File: config.mk
export PLATFORM = sky130hd
export DESIGN_NAME = cascaded_attitude_thrust_allocator_unit
export DESIGN_NICKNAME = d
export VERILOG_FILES = /design/src/rtl/catu_pkg.sv /design/src/rtl/cascaded_attitude_thrust_allocator_unit.sv /design/src/rtl/catu_mul.sv /design/src/rtl/catu_div.sv
export SDC_FILE = /design/constraint.sdc
export NUM_CORES = 2
export LEC_CHECK = 0
export ABC_AREA = 0
export ABC_CLOCK_PERIOD_IN_PS = 7900
export BUFFER_PORTS_ARGS = -buffer_cell sky130_fd_sc_hd__buf_2
export CORE_ASPECT_RATIO = 1.2
export CORE_MARGIN = 2
export CORE_UTILIZATION = 45
export CTS_CLUSTER_DIAMETER = 100
export DETAILED_ROUTE_END_ITERATION = 8
export GPL_TIMING_DRIVEN = 0
export HOLD_SLACK_MARGIN = 0.12
export PLACE_DENSITY_LB_ADDON = 0.12
export SKIP_LAST_GASP = 1
export SLEW_MARGIN = 30
export SYNTH_ARGS = -nofsm -noshare
export SYNTH_HDL_FRONTEND = slang
export SYNTH_SLANG_ARGS = --single-unit
File: constraint.sdc
create_clock -name clk -period 7.9 [get_ports clk]
set_clock_uncertainty 0.1 [all_clocks]
set_input_delay 2.37 -clock clk [delete_from_list [all_inputs] [get_ports clk]]
set_output_delay 2.37 -clock clk [all_outputs]
set_load 0.01 [all_outputs]
File: src/rtl/catu_pkg.sv
// shared constants, register indexes and the cordic arctangent table
`default_nettype none

package catu_pkg;

    // serial multiplier: signed multiplicand, unsigned multiplier scanned one bit a cycle
    localparam int MUL_A_W   = 64;
    localparam int MUL_B_W   = 32;
    localparam int MUL_CNT_W = $clog2(MUL_B_W);

    // serial restoring divider: one quotient bit a cycle
    localparam int DIV_N_W   = 48;
    localparam int DIV_D_W   = 16;
    localparam int DIV_CNT_W = $clog2(DIV_N_W);

    // cordic
    localparam int CORDIC_STEPS = 16;
    localparam int ATAN_ENTRIES = 24;
    localparam int CORDIC_ITERS = (CORDIC_STEPS < ATAN_ENTRIES) ? CORDIC_STEPS : ATAN_ENTRIES;
    localparam int CORDIC_CNT_W = $clog2(ATAN_ENTRIES);
    localparam int ANG_W        = 34;

    localparam logic signed [ANG_W-1:0] Q28_PI      = 34'sd843314857;
    localparam logic signed [ANG_W-1:0] Q28_HALF_PI = 34'sd421657428;
    localparam logic signed [ANG_W-1:0] Q28_TWO_PI  = 34'sd1686629713;
    localparam logic [MUL_B_W-1:0]      GAIN_Q30    = 32'd652032874;

    // configuration
    localparam int CFG_ADDR_W = 3;
    localparam int CFG_DATA_W = 16;
    localparam int LIM_W      = 14;

    typedef enum logic [CFG_ADDR_W-1:0] {
        REG_ANGLE_GAIN     = 3'd0,
        REG_RATE_P_GAIN    = 3'd1,
        REG_RATE_I_GAIN    = 3'd2,
        REG_RATE_D_GAIN    = 3'd3,
        REG_SAMPLE_PERIOD  = 3'd4,
        REG_VEHICLE_WEIGHT = 3'd5,
        REG_THRUST_LIMIT   = 3'd6
    } reg_idx_t;

    localparam logic [CFG_DATA_W-1:0] RST_ANGLE_GAIN     = 16'd20480;
    localparam logic [CFG_DATA_W-1:0] RST_RATE_P_GAIN    = 16'd3277;
    localparam logic [CFG_DATA_W-1:0] RST_RATE_I_GAIN    = 16'd410;
    localparam logic [CFG_DATA_W-1:0] RST_RATE_D_GAIN    = 16'd82;
    localparam logic [CFG_DATA_W-1:0] RST_SAMPLE_PERIOD  = 16'd164;
    localparam logic [CFG_DATA_W-1:0] RST_VEHICLE_WEIGHT = 16'd12306;
    localparam logic [LIM_W-1:0]      RST_THRUST_LIMIT   = 14'd10240;

    // pwm mapping constants
    localparam logic [MUL_B_W-1:0] PWM_SPAN  = 32'd1000;
    localparam logic [10:0]        PWM_BASE  = 11'd1000;
    localparam logic [MUL_B_W-1:0] SERVO_K   = 32'd800;
    localparam logic signed [63:0] SERVO_MID = 64'sd1500;
    localparam logic signed [63:0] SERVO_MAX = 64'sd4095;

    // atan(2^-i) in q.28
    function automatic logic signed [ANG_W-1:0] atan_q28(input logic [CORDIC_CNT_W-1:0] i);
        logic signed [ANG_W-1:0] r;
        case (i)
            5'd0:    r = 34'sd210828714;
            5'd1:    r = 34'sd124459457;
            5'd2:    r = 34'sd65760959;
            5'd3:    r = 34'sd33381290;
            5'd4:    r = 34'sd16755422;
            5'd5:    r = 34'sd8385879;
            5'd6:    r = 34'sd4193963;
            5'd7:    r = 34'sd2097109;
            5'd8:    r = 34'sd1048571;
            5'd9:    r = 34'sd524287;
            5'd10:   r = 34'sd262144;
            5'd11:   r = 34'sd131072;
            5'd12:   r = 34'sd65536;
            5'd13:   r = 34'sd32768;
            5'd14:   r = 34'sd16384;
            5'd15:   r = 34'sd8192;
            5'd16:   r = 34'sd4096;
            5'd17:   r = 34'sd2048;
            5'd18:   r = 34'sd1024;
            5'd19:   r = 34'sd512;
            5'd20:   r = 34'sd256;
            5'd21:   r = 34'sd128;
            5'd22:   r = 34'sd64;
            5'd23:   r = 34'sd32;
            default: r = '0;
        endcase
        return r;
    endfunction

endpackage

`default_nettype wire

File: src/rtl/cascaded_attitude_thrust_allocator_unit.sv
// cascaded pitch attitude controller with thrust allocation and pwm mapping
//
// one sample enters on the s_axis channel (pitch angle, pitch rate, target
// angle) and one result leaves on the m_axis channel (rear, front and servo
// pulse widths). gains, period, weight and thrust limit are written through
// the cfg port; the user must write them only while the block is idle, the
// block itself does not enforce this. a sequencer walks one sample through
// a shared bit-serial multiplier, a shared bit-serial divider and one cordic
// unit that does one rotation or vectoring step a cycle. a sample takes
// eleven products, three quotients and two 16-step cordic runs; a zero
// vector skips the vectoring run and its magnitude product. the next sample
// is taken once the current one has reached the output register.
// the result waits in the output register while m_axis_tready is low; the
// block accepts a new sample meanwhile but holds its finished result until
// the output register frees. reset sets the registers to their defaults and
// clears the integrator and the stored rate error.
`default_nettype none

module cascaded_attitude_thrust_allocator_unit (
    input  wire logic        clk,
    input  wire logic        rst_n,
    input  wire logic        s_axis_tvalid,
    output logic             s_axis_tready,
    // pitch_angle[15:0], pitch_rate[35:16], target_angle[51:36]
    input  wire logic [55:0] s_axis_tdata,
    output logic             m_axis_tvalid,
    input  wire logic        m_axis_tready,
    // rear_pwm[10:0], front_pwm[21:11], servo_pwm[33:22]
    output logic      [39:0] m_axis_tdata,
    input  wire logic                              cfg_wen,
    input  wire logic [catu_pkg::CFG_ADDR_W-1:0]   cfg_addr,
    input  wire logic [catu_pkg::CFG_DATA_W-1:0]   cfg_data
);

    typedef enum logic [20:0] {
        ST_IDLE   = 21'h000001,
        ST_M_RDES = 21'h000002,
        ST_M_INT  = 21'h000004,
        ST_DIV_D  = 21'h000008,
        ST_M_P    = 21'h000010,
        ST_M_I    = 21'h000020,
        ST_M_D    = 21'h000040,
        ST_RED    = 21'h000080,
        ST_FLIP   = 21'h000100,
        ST_ROT    = 21'h000200,
        ST_M_S    = 21'h000400,
        ST_M_C    = 21'h000800,
        ST_VINIT  = 21'h001000,
        ST_VEC    = 21'h002000,
        ST_M_MAG  = 21'h004000,
        ST_M_SV   = 21'h008000,
        ST_M_TR   = 21'h010000,
        ST_DIV_R  = 21'h020000,
        ST_M_TF   = 21'h040000,
        ST_DIV_F  = 21'h080000,
        ST_OUT    = 21'h100000
    } state_t;

    localparam int AW = catu_pkg::ANG_W;

    // configuration
    logic [15:0] angle_gain_reg, rate_p_gain_reg, rate_i_gain_reg, rate_d_gain_reg;
    logic [15:0] sample_period_reg, vehicle_weight_reg;
    logic [catu_pkg::LIM_W-1:0] thrust_limit_reg;

    // controller state and sample
    state_t state_reg;
    logic   go_reg;
    logic signed [15:0] ang_reg, tgt_reg;
    logic signed [19:0] rate_reg;
    logic signed [23:0] err_reg, last_reg;
    logic signed [31:0] integ_reg;
    logic signed [41:0] deriv_reg;
    logic signed [63:0] sum_reg;
    logic [catu_pkg::LIM_W-1:0] tr_reg, tf_reg;
    logic signed [AW-1:0] x_reg, y_reg, z_reg;
    logic flip_reg;
    logic [catu_pkg::CORDIC_CNT_W-1:0] cnt_reg;
    logic signed [26:0] num_reg, den_reg;
    logic [23:0] pwm_num_reg;
    logic [11:0] servo_reg;
    logic [10:0] rear_reg, front_reg;

    // output register
    logic        out_valid_reg;
    logic [10:0] out_rear_reg, out_front_reg;
    logic [11:0] out_servo_reg;

    // shared units
    logic                                 mul_start, mul_done;
    logic signed [catu_pkg::MUL_A_W-1:0]  mul_a, mul_p;
    logic        [catu_pkg::MUL_B_W-1:0]  mul_b;
    logic                                 div_start, div_done;
    logic        [catu_pkg::DIV_N_W-1:0]  div_n, div_q;
    logic        [catu_pkg::DIV_D_W-1:0]  div_d;

    // datapath helpers
    logic [catu_pkg::LIM_W-1:0] lim;
    logic [15:0]                dt;
    logic signed [63:0]         lim_s;
    logic signed [AW-1:0]       ang_q28;
    logic signed [24:0]         rdiff;
    logic [24:0]                rdiff_mag;
    logic signed [63:0]         err_wide, integ_wide, den_wide, sv_wide;
    logic signed [AW-1:0]       xs, ys, at_i, x_step, y_step, z_step, a_wrap;
    logic                       step_up;
    logic                       cordic_last;
    logic                       accept;

    function automatic logic [catu_pkg::LIM_W-1:0] clamp_lim(
        input logic signed [63:0] v,
        input logic signed [63:0] l
    );
        logic [catu_pkg::LIM_W-1:0] r;
        if (v < 64'sd0)
        begin
            r = '0;
        end
        else if (v > l)
        begin
            r = l[catu_pkg::LIM_W-1:0];
        end
        else
        begin
            r = v[catu_pkg::LIM_W-1:0];
        end
        return r;
    endfunction

    assign lim       = (thrust_limit_reg == '0) ? catu_pkg::LIM_W'(1) : thrust_limit_reg;
    assign dt        = (sample_period_reg == '0) ? 16'd1 : sample_period_reg;
    assign lim_s     = $signed({50'b0, lim});
    assign ang_q28   = {{2{ang_reg[15]}}, ang_reg, 16'b0};
    assign rdiff     = 25'(err_reg) - 25'(last_reg);
    assign rdiff_mag = rdiff[24] ? 25'(-rdiff) : rdiff;
    assign err_wide  = (mul_p >>> 12) - 64'(rate_reg);
    assign integ_wide = 64'(integ_reg) + (mul_p >>> 12);
    assign den_wide  = $signed({40'b0, vehicle_weight_reg, 8'b0}) - (mul_p >>> 22);
    assign sv_wide   = catu_pkg::SERVO_MID + (mul_p >>> 28);
    assign accept    = s_axis_tvalid && s_axis_tready;

    // reduce the angle by one turn when past +-pi
    assign a_wrap = (ang_q28 > catu_pkg::Q28_PI)  ? ang_q28 - catu_pkg::Q28_TWO_PI :
                    (ang_q28 < -catu_pkg::Q28_PI) ? ang_q28 + catu_pkg::Q28_TWO_PI : ang_q28;

    // one cordic step; rotation and vectoring share the adders
    assign xs      = x_reg >>> cnt_reg;
    assign ys      = y_reg >>> cnt_reg;
    assign at_i    = catu_pkg::atan_q28(cnt_reg);
    assign step_up = (state_reg == ST_ROT) ? !z_reg[AW-1] : y_reg[AW-1];
    assign x_step  = step_up ? x_reg - ys : x_reg + ys;
    assign y_step  = step_up ? y_reg + xs : y_reg - xs;
    assign z_step  = step_up ? z_reg - at_i : z_reg + at_i;
    assign cordic_last = (cnt_reg == catu_pkg::CORDIC_CNT_W'(catu_pkg::CORDIC_ITERS - 1));

    always_comb
    begin
        mul_a = '0;
        mul_b = '0;
        case (state_reg)
            ST_M_RDES:
            begin
                mul_a = 64'(17'(tgt_reg) - 17'(ang_reg));
                mul_b = 32'(angle_gain_reg);
            end
            ST_M_INT:
            begin
                mul_a = 64'(err_reg);
                mul_b = 32'(sample_period_reg);
            end
            ST_M_P:
            begin
                mul_a = 64'(err_reg);
                mul_b = 32'(rate_p_gain_reg);
            end
            ST_M_I:
            begin
                mul_a = 64'(integ_reg);
                mul_b = 32'(rate_i_gain_reg);
            end
            ST_M_D:
            begin
                mul_a = 64'(deriv_reg);
                mul_b = 32'(rate_d_gain_reg);
            end
            ST_M_S:
            begin
                mul_a = 64'(y_reg);
                mul_b = 32'(tr_reg);
            end
            ST_M_C:
            begin
                mul_a = 64'(x_reg);
                mul_b = 32'(tr_reg);
            end
            ST_M_MAG:
            begin
                mul_a = 64'(x_reg);
                mul_b = catu_pkg::GAIN_Q30;
            end
            ST_M_SV:
            begin
                mul_a = 64'(z_reg) - 64'(ang_q28);
                mul_b = catu_pkg::SERVO_K;
            end
            ST_M_TR:
            begin
                mul_a = $signed({50'b0, tr_reg});
                mul_b = catu_pkg::PWM_SPAN;
            end
            ST_M_TF:
            begin
                mul_a = $signed({50'b0, tf_reg});
                mul_b = catu_pkg::PWM_SPAN;
            end
            default:
            begin
                mul_a = '0;
                mul_b = '0;
            end
        endcase
    end

    always_comb
    begin
        div_n = '0;
        div_d = lim_s[15:0];
        case (state_reg)
            ST_DIV_D:
            begin
                div_n = {7'b0, rdiff_mag, 16'b0};
                div_d = dt;
            end
            ST_DIV_R, ST_DIV_F:
            begin
                div_n = {24'b0, pwm_num_reg};
                div_d = lim_s[15:0];
            end
            default:
            begin
                div_n = '0;
                div_d = lim_s[15:0];
            end
        endcase
    end

    assign mul_start = go_reg && (state_reg != ST_DIV_D) && (state_reg != ST_DIV_R)
                              && (state_reg != ST_DIV_F);
    assign div_start = go_reg && ((state_reg == ST_DIV_D) || (state_reg == ST_DIV_R)
                              || (state_reg == ST_DIV_F));

    catu_mul u_mul (
        .clk   (clk),
        .rst_n (rst_n),
        .start (mul_start),
        .a     (mul_a),
        .b     (mul_b),
        .done  (mul_done),
        .p     (mul_p)
    );

    catu_div u_div (
        .clk   (clk),
        .rst_n (rst_n),
        .start (div_start),
        .n     (div_n),
        .d     (div_d),
        .done  (div_done),
        .q     (div_q)
    );

    // configuration writes
    always_ff @(posedge clk or negedge rst_n)
    begin
        if (!rst_n)
        begin
            angle_gain_reg     <= catu_pkg::RST_ANGLE_GAIN;
            rate_p_gain_reg    <= catu_pkg::RST_RATE_P_GAIN;
            rate_i_gain_reg    <= catu_pkg::RST_RATE_I_GAIN;
            rate_d_gain_reg    <= catu_pkg::RST_RATE_D_GAIN;
            sample_period_reg  <= catu_pkg::RST_SAMPLE_PERIOD;
            vehicle_weight_reg <= catu_pkg::RST_VEHICLE_WEIGHT;
            thrust_limit_reg   <= catu_pkg::RST_THRUST_LIMIT;
        end
        else if (cfg_wen)
        begin
            case (catu_pkg::reg_idx_t'(cfg_addr))
                catu_pkg::REG_ANGLE_GAIN:     angle_gain_reg     <= cfg_data;
                catu_pkg::REG_RATE_P_GAIN:    rate_p_gain_reg    <= cfg_data;
                catu_pkg::REG_RATE_I_GAIN:    rate_i_gain_reg    <= cfg_data;
                catu_pkg::REG_RATE_D_GAIN:    rate_d_gain_reg    <= cfg_data;
                catu_pkg::REG_SAMPLE_PERIOD:  sample_period_reg  <= cfg_data;
                catu_pkg::REG_VEHICLE_WEIGHT: vehicle_weight_reg <= cfg_data;
                catu_pkg::REG_THRUST_LIMIT:   thrust_limit_reg   <= cfg_data[catu_pkg::LIM_W-1:0];
                default: ;
            endcase
        end
    end

    // sequencer
    always_ff @(posedge clk or negedge rst_n)
    begin
        if (!rst_n)
        begin
            state_reg     <= ST_IDLE;
            go_reg        <= 1'b0;
            integ_reg     <= '0;
            last_reg      <= '0;
            out_valid_reg <= 1'b0;
            ang_reg <= '0; tgt_reg <= '0; rate_reg <= '0;
            err_reg <= '0; deriv_reg <= '0; sum_reg <= '0;
            tr_reg <= '0; tf_reg <= '0;
            x_reg <= '0; y_reg <= '0; z_reg <= '0;
            flip_reg <= 1'b0; cnt_reg <= '0;
            num_reg <= '0; den_reg <= '0; pwm_num_reg <= '0;
            servo_reg <= '0; rear_reg <= '0; front_reg <= '0;
            out_rear_reg <= '0; out_front_reg <= '0; out_servo_reg <= '0;
        end
        else
        begin
            go_reg <= 1'b0;
            if (out_valid_reg && m_axis_tready)
            begin
                out_valid_reg <= 1'b0;
            end
            case (state_reg)
                ST_IDLE:
                begin
                    if (accept)
                    begin
                        ang_reg   <= s_axis_tdata[15:0];
                        rate_reg  <= s_axis_tdata[35:16];
                        tgt_reg   <= s_axis_tdata[51:36];
                        state_reg <= ST_M_RDES;
                        go_reg    <= 1'b1;
                    end
                end
                ST_M_RDES:
                begin
                    if (mul_done)
                    begin
                        if (err_wide > 64'sd8388607)
                        begin
                            err_reg <= 24'sh7FFFFF;
                        end
                        else if (err_wide < -64'sd8388608)
                        begin
                            err_reg <= 24'sh800000;
                        end
                        else
                        begin
                            err_reg <= err_wide[23:0];
                        end
                        state_reg <= ST_M_INT;
                        go_reg    <= 1'b1;
                    end
                end
                ST_M_INT:
                begin
                    if (mul_done)
                    begin
                        if (integ_wide > 64'sd2147483647)
                        begin
                            integ_reg <= 32'sh7FFFFFFF;
                        end
                        else if (integ_wide < -64'sd2147483648)
                        begin
                            integ_reg <= 32'sh80000000;
                        end
                        else
                        begin
                            integ_reg <= integ_wide[31:0];
                        end
                        state_reg <= ST_DIV_D;
                        go_reg    <= 1'b1;
                    end
                end
                ST_DIV_D:
                begin
                    if (div_done)
                    begin
                        // quotient of magnitudes, sign restored for truncation toward zero
                        deriv_reg <= rdiff[24] ? -$signed(div_q[41:0]) : $signed(div_q[41:0]);
                        last_reg  <= err_reg;
                        state_reg <= ST_M_P;
                        go_reg    <= 1'b1;
                    end
                end
                ST_M_P:
                begin
                    if (mul_done)
                    begin
                        sum_reg   <= mul_p <<< 4;
                        state_reg <= ST_M_I;
                        go_reg    <= 1'b1;
                    end
                end
                ST_M_I:
                begin
                    if (mul_done)
                    begin
                        sum_reg   <= sum_reg + mul_p;
                        state_reg <= ST_M_D;
                        go_reg    <= 1'b1;
                    end
                end
                ST_M_D:
                begin
                    if (mul_done)
                    begin
                        sum_reg   <= sum_reg + (mul_p <<< 4);
                        state_reg <= ST_RED;
                    end
                end
                ST_RED:
                begin
                    tr_reg    <= clamp_lim(sum_reg >>> 20, lim_s);
                    z_reg     <= a_wrap;
                    state_reg <= ST_FLIP;
                end
                ST_FLIP:
                begin
                    // fold into +-pi/2 and negate the result later
                    if (z_reg > catu_pkg::Q28_HALF_PI)
                    begin
                        z_reg    <= z_reg - catu_pkg::Q28_PI;
                        flip_reg <= 1'b1;
                    end
                    else if (z_reg < -catu_pkg::Q28_HALF_PI)
                    begin
                        z_reg    <= z_reg + catu_pkg::Q28_PI;
                        flip_reg <= 1'b1;
                    end
                    else
                    begin
                        flip_reg <= 1'b0;
                    end
                    x_reg     <= AW'(signed'({1'b0, catu_pkg::GAIN_Q30}));
                    y_reg     <= '0;
                    cnt_reg   <= '0;
                    state_reg <= ST_ROT;
                end
                ST_ROT:
                begin
                    cnt_reg <= cnt_reg + 1'b1;
                    z_reg   <= z_step;
                    if (cordic_last)
                    begin
                        x_reg     <= flip_reg ? -x_step : x_step;
                        y_reg     <= flip_reg ? -y_step : y_step;
                        state_reg <= ST_M_S;
                        go_reg    <= 1'b1;
                    end
                    else
                    begin
                        x_reg <= x_step;
                        y_reg <= y_step;
                    end
                end
                ST_M_S:
                begin
                    if (mul_done)
                    begin
                        num_reg   <= 27'(-(mul_p >>> 22));
                        state_reg <= ST_M_C;
                        go_reg    <= 1'b1;
                    end
                end
                ST_M_C:
                begin
                    if (mul_done)
                    begin
                        den_reg   <= den_wide[26:0];
                        state_reg <= ST_VINIT;
                    end
                end
                ST_VINIT:
                begin
                    cnt_reg <= '0;
                    if (num_reg == '0 && den_reg == '0)
                    begin
                        // zero vector: angle zero, no front thrust
                        z_reg     <= '0;
                        tf_reg    <= '0;
                        state_reg <= ST_M_SV;
                        go_reg    <= 1'b1;
                    end
                    else
                    begin
                        if (den_reg[26])
                        begin
                            x_reg <= -AW'(den_reg);
                            y_reg <= -AW'(num_reg);
                            z_reg <= num_reg[26] ? -catu_pkg::Q28_PI : catu_pkg::Q28_PI;
                        end
                        else
                        begin
                            x_reg <= AW'(den_reg);
                            y_reg <= AW'(num_reg);
                            z_reg <= '0;
                        end
                        state_reg <= ST_VEC;
                    end
                end
                ST_VEC:
                begin
                    cnt_reg <= cnt_reg + 1'b1;
                    x_reg   <= x_step;
                    y_reg   <= y_step;
                    z_reg   <= z_step;
                    if (cordic_last)
                    begin
                        state_reg <= ST_M_MAG;
                        go_reg    <= 1'b1;
                    end
                end
                ST_M_MAG:
                begin
                    if (mul_done)
                    begin
                        tf_reg    <= (den_reg == '0) ? lim
                                                     : clamp_lim((mul_p >>> 30) >>> 8, lim_s);
                        state_reg <= ST_M_SV;
                        go_reg    <= 1'b1;
                    end
                end
                ST_M_SV:
                begin
                    if (mul_done)
                    begin
                        if (sv_wide < 64'sd0)
                        begin
                            servo_reg <= '0;
                        end
                        else if (sv_wide > catu_pkg::SERVO_MAX)
                        begin
                            servo_reg <= 12'hFFF;
                        end
                        else
                        begin
                            servo_reg <= sv_wide[11:0];
                        end
                        state_reg <= ST_M_TR;
                        go_reg    <= 1'b1;
                    end
                end
                ST_M_TR:
                begin
                    if (mul_done)
                    begin
                        pwm_num_reg <= mul_p[23:0];
                        state_reg   <= ST_DIV_R;
                        go_reg      <= 1'b1;
                    end
                end
                ST_DIV_R:
                begin
                    if (div_done)
                    begin
                        rear_reg  <= catu_pkg::PWM_BASE + div_q[10:0];
                        state_reg <= ST_M_TF;
                        go_reg    <= 1'b1;
                    end
                end
                ST_M_TF:
                begin
                    if (mul_done)
                    begin
                        pwm_num_reg <= mul_p[23:0];
                        state_reg   <= ST_DIV_F;
                        go_reg      <= 1'b1;
                    end
                end
                ST_DIV_F:
                begin
                    if (div_done)
                    begin
                        front_reg <= catu_pkg::PWM_BASE + div_q[10:0];
                        state_reg <= ST_OUT;
                    end
                end
                ST_OUT:
                begin
                    // hand over once the output register is free
                    if (!out_valid_reg || m_axis_tready)
                    begin
                        out_valid_reg <= 1'b1;
                        out_rear_reg  <= rear_reg;
                        out_front_reg <= front_reg;
                        out_servo_reg <= servo_reg;
                        state_reg     <= ST_IDLE;
                    end
                end
                default:
                begin
                    state_reg <= ST_IDLE;
                end
            endcase
        end
    end

    assign s_axis_tready = (state_reg == ST_IDLE);
    assign m_axis_tvalid = out_valid_reg;
    assign m_axis_tdata  = {6'b0, out_servo_reg, out_front_reg, out_rear_reg};

endmodule

`default_nettype wire

File: src/rtl/catu_mul.sv
// bit-serial shift-add multiplier, signed multiplicand times unsigned multiplier
`default_nettype none

module catu_mul (
    input  wire logic                                 clk,
    input  wire logic                                 rst_n,
    input  wire logic                                 start,
    input  wire logic signed [catu_pkg::MUL_A_W-1:0]  a,
    input  wire logic        [catu_pkg::MUL_B_W-1:0]  b,
    output logic                                      done,
    output logic signed      [catu_pkg::MUL_A_W-1:0]  p
);

    logic                                 busy_reg;
    logic                                 done_reg;
    logic [catu_pkg::MUL_CNT_W-1:0]       cnt_reg;
    logic signed [catu_pkg::MUL_A_W-1:0]  a_reg;
    logic [catu_pkg::MUL_B_W-1:0]         b_reg;
    logic signed [catu_pkg::MUL_A_W-1:0]  acc_reg;

    always_ff @(posedge clk or negedge rst_n)
    begin
        if (!rst_n)
        begin
            busy_reg <= 1'b0;
            done_reg <= 1'b0;
            cnt_reg  <= '0;
        end
        else
        begin
            done_reg <= 1'b0;
            if (start)
            begin
                busy_reg <= 1'b1;
                cnt_reg  <= '0;
            end
            else if (busy_reg)
            begin
                cnt_reg <= cnt_reg + 1'b1;
                if (cnt_reg == catu_pkg::MUL_CNT_W'(catu_pkg::MUL_B_W - 1))
                begin
                    busy_reg <= 1'b0;
                    done_reg <= 1'b1;
                end
            end
        end
    end

    always_ff @(posedge clk)
    begin
        if (start)
        begin
            a_reg   <= a;
            b_reg   <= b;
            acc_reg <= '0;
        end
        else if (busy_reg)
        begin
            if (b_reg[0])
            begin
                acc_reg <= acc_reg + a_reg;
            end
            a_reg <= a_reg <<< 1;
            b_reg <= b_reg >> 1;
        end
    end

    assign done = done_reg;
    assign p    = acc_reg;

endmodule

`default_nettype wire

File: src/rtl/catu_div.sv
// bit-serial restoring divider, unsigned, quotient truncated
`default_nettype none

module catu_div (
    input  wire logic                          clk,
    input  wire logic                          rst_n,
    input  wire logic                          start,
    input  wire logic [catu_pkg::DIV_N_W-1:0]  n,
    input  wire logic [catu_pkg::DIV_D_W-1:0]  d,
    output logic                               done,
    output logic      [catu_pkg::DIV_N_W-1:0]  q
);

    logic                              busy_reg;
    logic                              done_reg;
    logic [catu_pkg::DIV_CNT_W-1:0]    cnt_reg;
    logic [catu_pkg::DIV_N_W-1:0]      n_reg;
    logic [catu_pkg::DIV_D_W-1:0]      d_reg;
    logic [catu_pkg::DIV_D_W-1:0]      rem_reg;
    logic [catu_pkg::DIV_N_W-1:0]      q_reg;
    logic [catu_pkg::DIV_D_W:0]        trial;
    logic                              fits;

    assign trial = {rem_reg, n_reg[catu_pkg::DIV_N_W-1]};
    assign fits  = trial >= {1'b0, d_reg};

    always_ff @(posedge clk or negedge rst_n)
    begin
        if (!rst_n)
        begin
            busy_reg <= 1'b0;
            done_reg <= 1'b0;
            cnt_reg  <= '0;
        end
        else
        begin
            done_reg <= 1'b0;
            if (start)
            begin
                busy_reg <= 1'b1;
                cnt_reg  <= '0;
            end
            else if (busy_reg)
            begin
                cnt_reg <= cnt_reg + 1'b1;
                if (cnt_reg == catu_pkg::DIV_CNT_W'(catu_pkg::DIV_N_W - 1))
                begin
                    busy_reg <= 1'b0;
                    done_reg <= 1'b1;
                end
            end
        end
    end

    always_ff @(posedge clk)
    begin
        if (start)
        begin
            n_reg   <= n;
            d_reg   <= d;
            rem_reg <= '0;
            q_reg   <= '0;
        end
        else if (busy_reg)
        begin
            rem_reg <= fits ? catu_pkg::DIV_D_W'(trial - {1'b0, d_reg})
                            : trial[catu_pkg::DIV_D_W-1:0];
            q_reg   <= {q_reg[catu_pkg::DIV_N_W-2:0], fits};
            n_reg   <= n_reg << 1;
        end
    end

    assign done = done_reg;
    assign q    = q_reg;

endmodule

`default_nettype wire

==> results_dict.tcl <==
set metrics [dict create \
    coreArea_sq_um 172000 \
    layout.nets 10051 \
    max-cap-violations 0 \
    antenna_found_initial 24 \
    clock_latency_ns 0.83 \
    grt_util_met3_pct 9.30 \
    hold_class "flop to flop" \
    worst_slack_ns 0.172 \
    grt_pass1_wl_mm 540 \
    ant_nets 0 \
    yosys_register_bits 948 \
    startpoint_type "flop" \
    path_clk_slew_ns 0.07 \
    r2r_setup_slack_ns 0.17 \
    place_area_sq_um 82100 \
    root_buffer "clkbuf_16" \
    hold_violations 0 \
    grt_max_degree 111 \
    synth_area_leaders "dfrtp_1 21%, ha_1 8.6%, edfxtp_1 6.1%" \
    hpwlAfterDp_mm 306 \
    endpoint_kind "flop" \
    finalSetupViolations 0 \
    layout-drive-gt1-share_pct 10.5 \
    cts_tree "yes" \
    place_ws_ns -1.73 \
    fin_crit_ns 7.73 \
    p_per_area_nw_per_um2 267 \
    rows 167 \
    gp_congestion 1.08 \
    grt_setup_unrepaired "yes" \
    grt_use_met1_pct 45.6 \
    grt_pass1_vias 74765 \
    htree_num_levels 3 \
    vias 77145 \
    arrival_ns 8.27 \
    synth_cell_type_count 108 \
    fin_util_pct 50.3 \
    async_reset_ff_share_pct 70.5 \
    critPathRequiredTime_ns 8.45 \
    via_per_inst 6.53 \
    io_pins 122 \
    critPathKind "flop to flop" \
    synthesis.area_sq_um 78000 \
    die_y_microns 460 \
    synth-seq-area-share_pct 30.7 \
    ys_warn_count 0 \
    slew_violations 0 \
    netlist_instances 9160 \
    top_usage_layer "met2" \
    totalWireLength_mm 384 \
    worst_pin_slew_ns 1.19 \
    drc_errors 10 \
    ys.flop_type "dfrtp_1" \
    cts_num_sinks 948 \
    fp.dieW_microns 384 \
    whs_ns 0.366 \
    port_buffers 109 \
    placed_cells 11580 \
    grtUsageMet2_pct 68.7 \
    track_usage_pct 42.4 \
    final_cell_count_no_fill 11818 \
    initial_core_util_pct 45.3 \
    final_cell_mix "1055 x nand2_1, 772 x a21oi_1, 745 x o21ai_0, 687 x nor2_1, 640 x dfrtp_1" \
    layout_commonest_cell "nand2_1" \
    syn_to_final_growth_pct 11.0 \
    violations "design-rule violations" \
    path_max_fanout 23 \
    avgSynthCellArea_sq_um 8.52 \
    synth.top_cell.area_share_pct 20.6 \
    synth_enable_flop_cells 158 \
    peakVddDrop_mv 0.250 \
    fin_area_sq_um 86600 \
    slew_headroom_pct 21.0 \
    cts_max_path_buffers 3 \
    drtPass1Iterations 9 \
    wire_per_inst_microns 32.5 \
    max_freq_ghz 0.129 \
    drt-initial-drc-count 8116 \
    finalCritPeriodShare_pct 97.8 \
    dieArea_sq_um 177000 \
    cts_buffers 111 \
    overflow 0 \
    status "finished with violations" \
    leakage_uw 0.0388 \
    yosys.area.top_type "dfrtp_1" \
]
final cells by class:
cell class | count | area [sq um]
clock inverter | 63 | 805
timing repair buffer | 147 | 1080
inverter | 294 | 1110
clock buffer | 149 | 3160
sequential | 948 | 23900
tap | 2281 | 2850
multi-input combinational | 7436 | 51500
antenna | 14 | 35.0
fill | 16719 | 85800
buffer | 486 | 2100
worst max-delay path: stages (launching register included):
cell	delay, ns
dfrtp_2	0.69
ha_1	0.43
clkbuf_1	0.36
nand2_1	0.18
nor3_1	0.76
nand4_1	0.35
nor2_1	0.62
o21a_1	0.48
o21ai_1	0.22
o21ai_0	0.54
xor2_1	0.23
or4_1	0.57
nor4bb_1	0.33
nand4b_1	0.19
o41ai_4	0.75
clkbuf_1	0.57
a21oi_1	0.15
power by group:
group | switching (uW) | total, uW | leakage [uW] | internal [uW]
Sequential | 1250 | 6920 | 0.0115 | 5670
Combinational | 6900 | 10500 | 0.0254 | 3600
Clock | 2440 | 5670 | 0.00191 | 3230
Total | 10600 | 23100 | 0.0388 | 12500
metrics by stage:
stage / total power, uW / TNS [ns]
after floorplan: 12900 / 0
after global placement: 16900 / -7116.91
after detailed placement: 17100 / -57.67
after CTS: 22700 / 0
after global routing: 24000 / -0.176
final: 23100 / 0
kinds of logic (layout without fill, tap and decap cells):
| group | after synthesis | after routing | share of synthesized area [%] |
|---|---|---|---|
| muxes | 516 | 516 | 8.35 |
| adders and majority gates | 547 | 547 | 8.89 |
| other | 1 | 20 | 0.00481 |
| buffers and inverters | 781 | 1139 | 3.89 |
| and+or+nand+nor | 2778 | 2778 | 16.7 |
| AOI/OAI and AO/OA | 2869 | 2869 | 23.4 |
| DFF | 948 | 948 | 30.7 |
| xor gates and xnor gates | 720 | 720 | 8.08 |
per-layer routing:
layer / vias to the layer above / wire length [microns] / share of wire [%]
li1: 34307 / - / -
met1: 37437 / 135000 / 35
met2: 3920 / 175000 / 46
met3: 1473 / 29700 / 7.7
met4: 8 / 44200 / 12
met5: - / 53 / 0.014
repair_timing:
action,in CTS,in global routing
gates resized for setup,62,74
setup buffers,2,9
hold buffers,0,0
endpoints found under the setup margin,61,29
pin swaps,2,7
cells in the mapped netlist, types with 107 or more instances:
library cell,instances
a21o_1,309
a21oi_1,774
a221oi_1,107
a31oi_1,109
clkbuf_1,401
dfrtp_1,641
dfxtp_1,122
edfxtp_1,158
ha_1,535
inv_1,286
mux2_2,280
mux2i_1,156
nand2_1,1059
nand3_1,151
nor2_1,692
nor3_1,133
o21ai_0,758
xnor2_1,431
xor2_1,289
final timing paths:
kind	depth (start not counted)	from	endpoint
worst min-delay path	2	u_div.rem_reg[15]	u_div.rem_reg[15]
worst min register to register	2	u_div.rem_reg[15]	u_div.rem_reg[15]
worst max-delay path	16	integ_reg[31]	integ_reg[30]
min in group asynchronous	1	rst_n	sum_reg[60]
worst max register to register	16	integ_reg[31]	integ_reg[30]
max in group asynchronous	4	rst_n	y_reg[33]
Note: power is estimated with default switching activity, not from simulation.
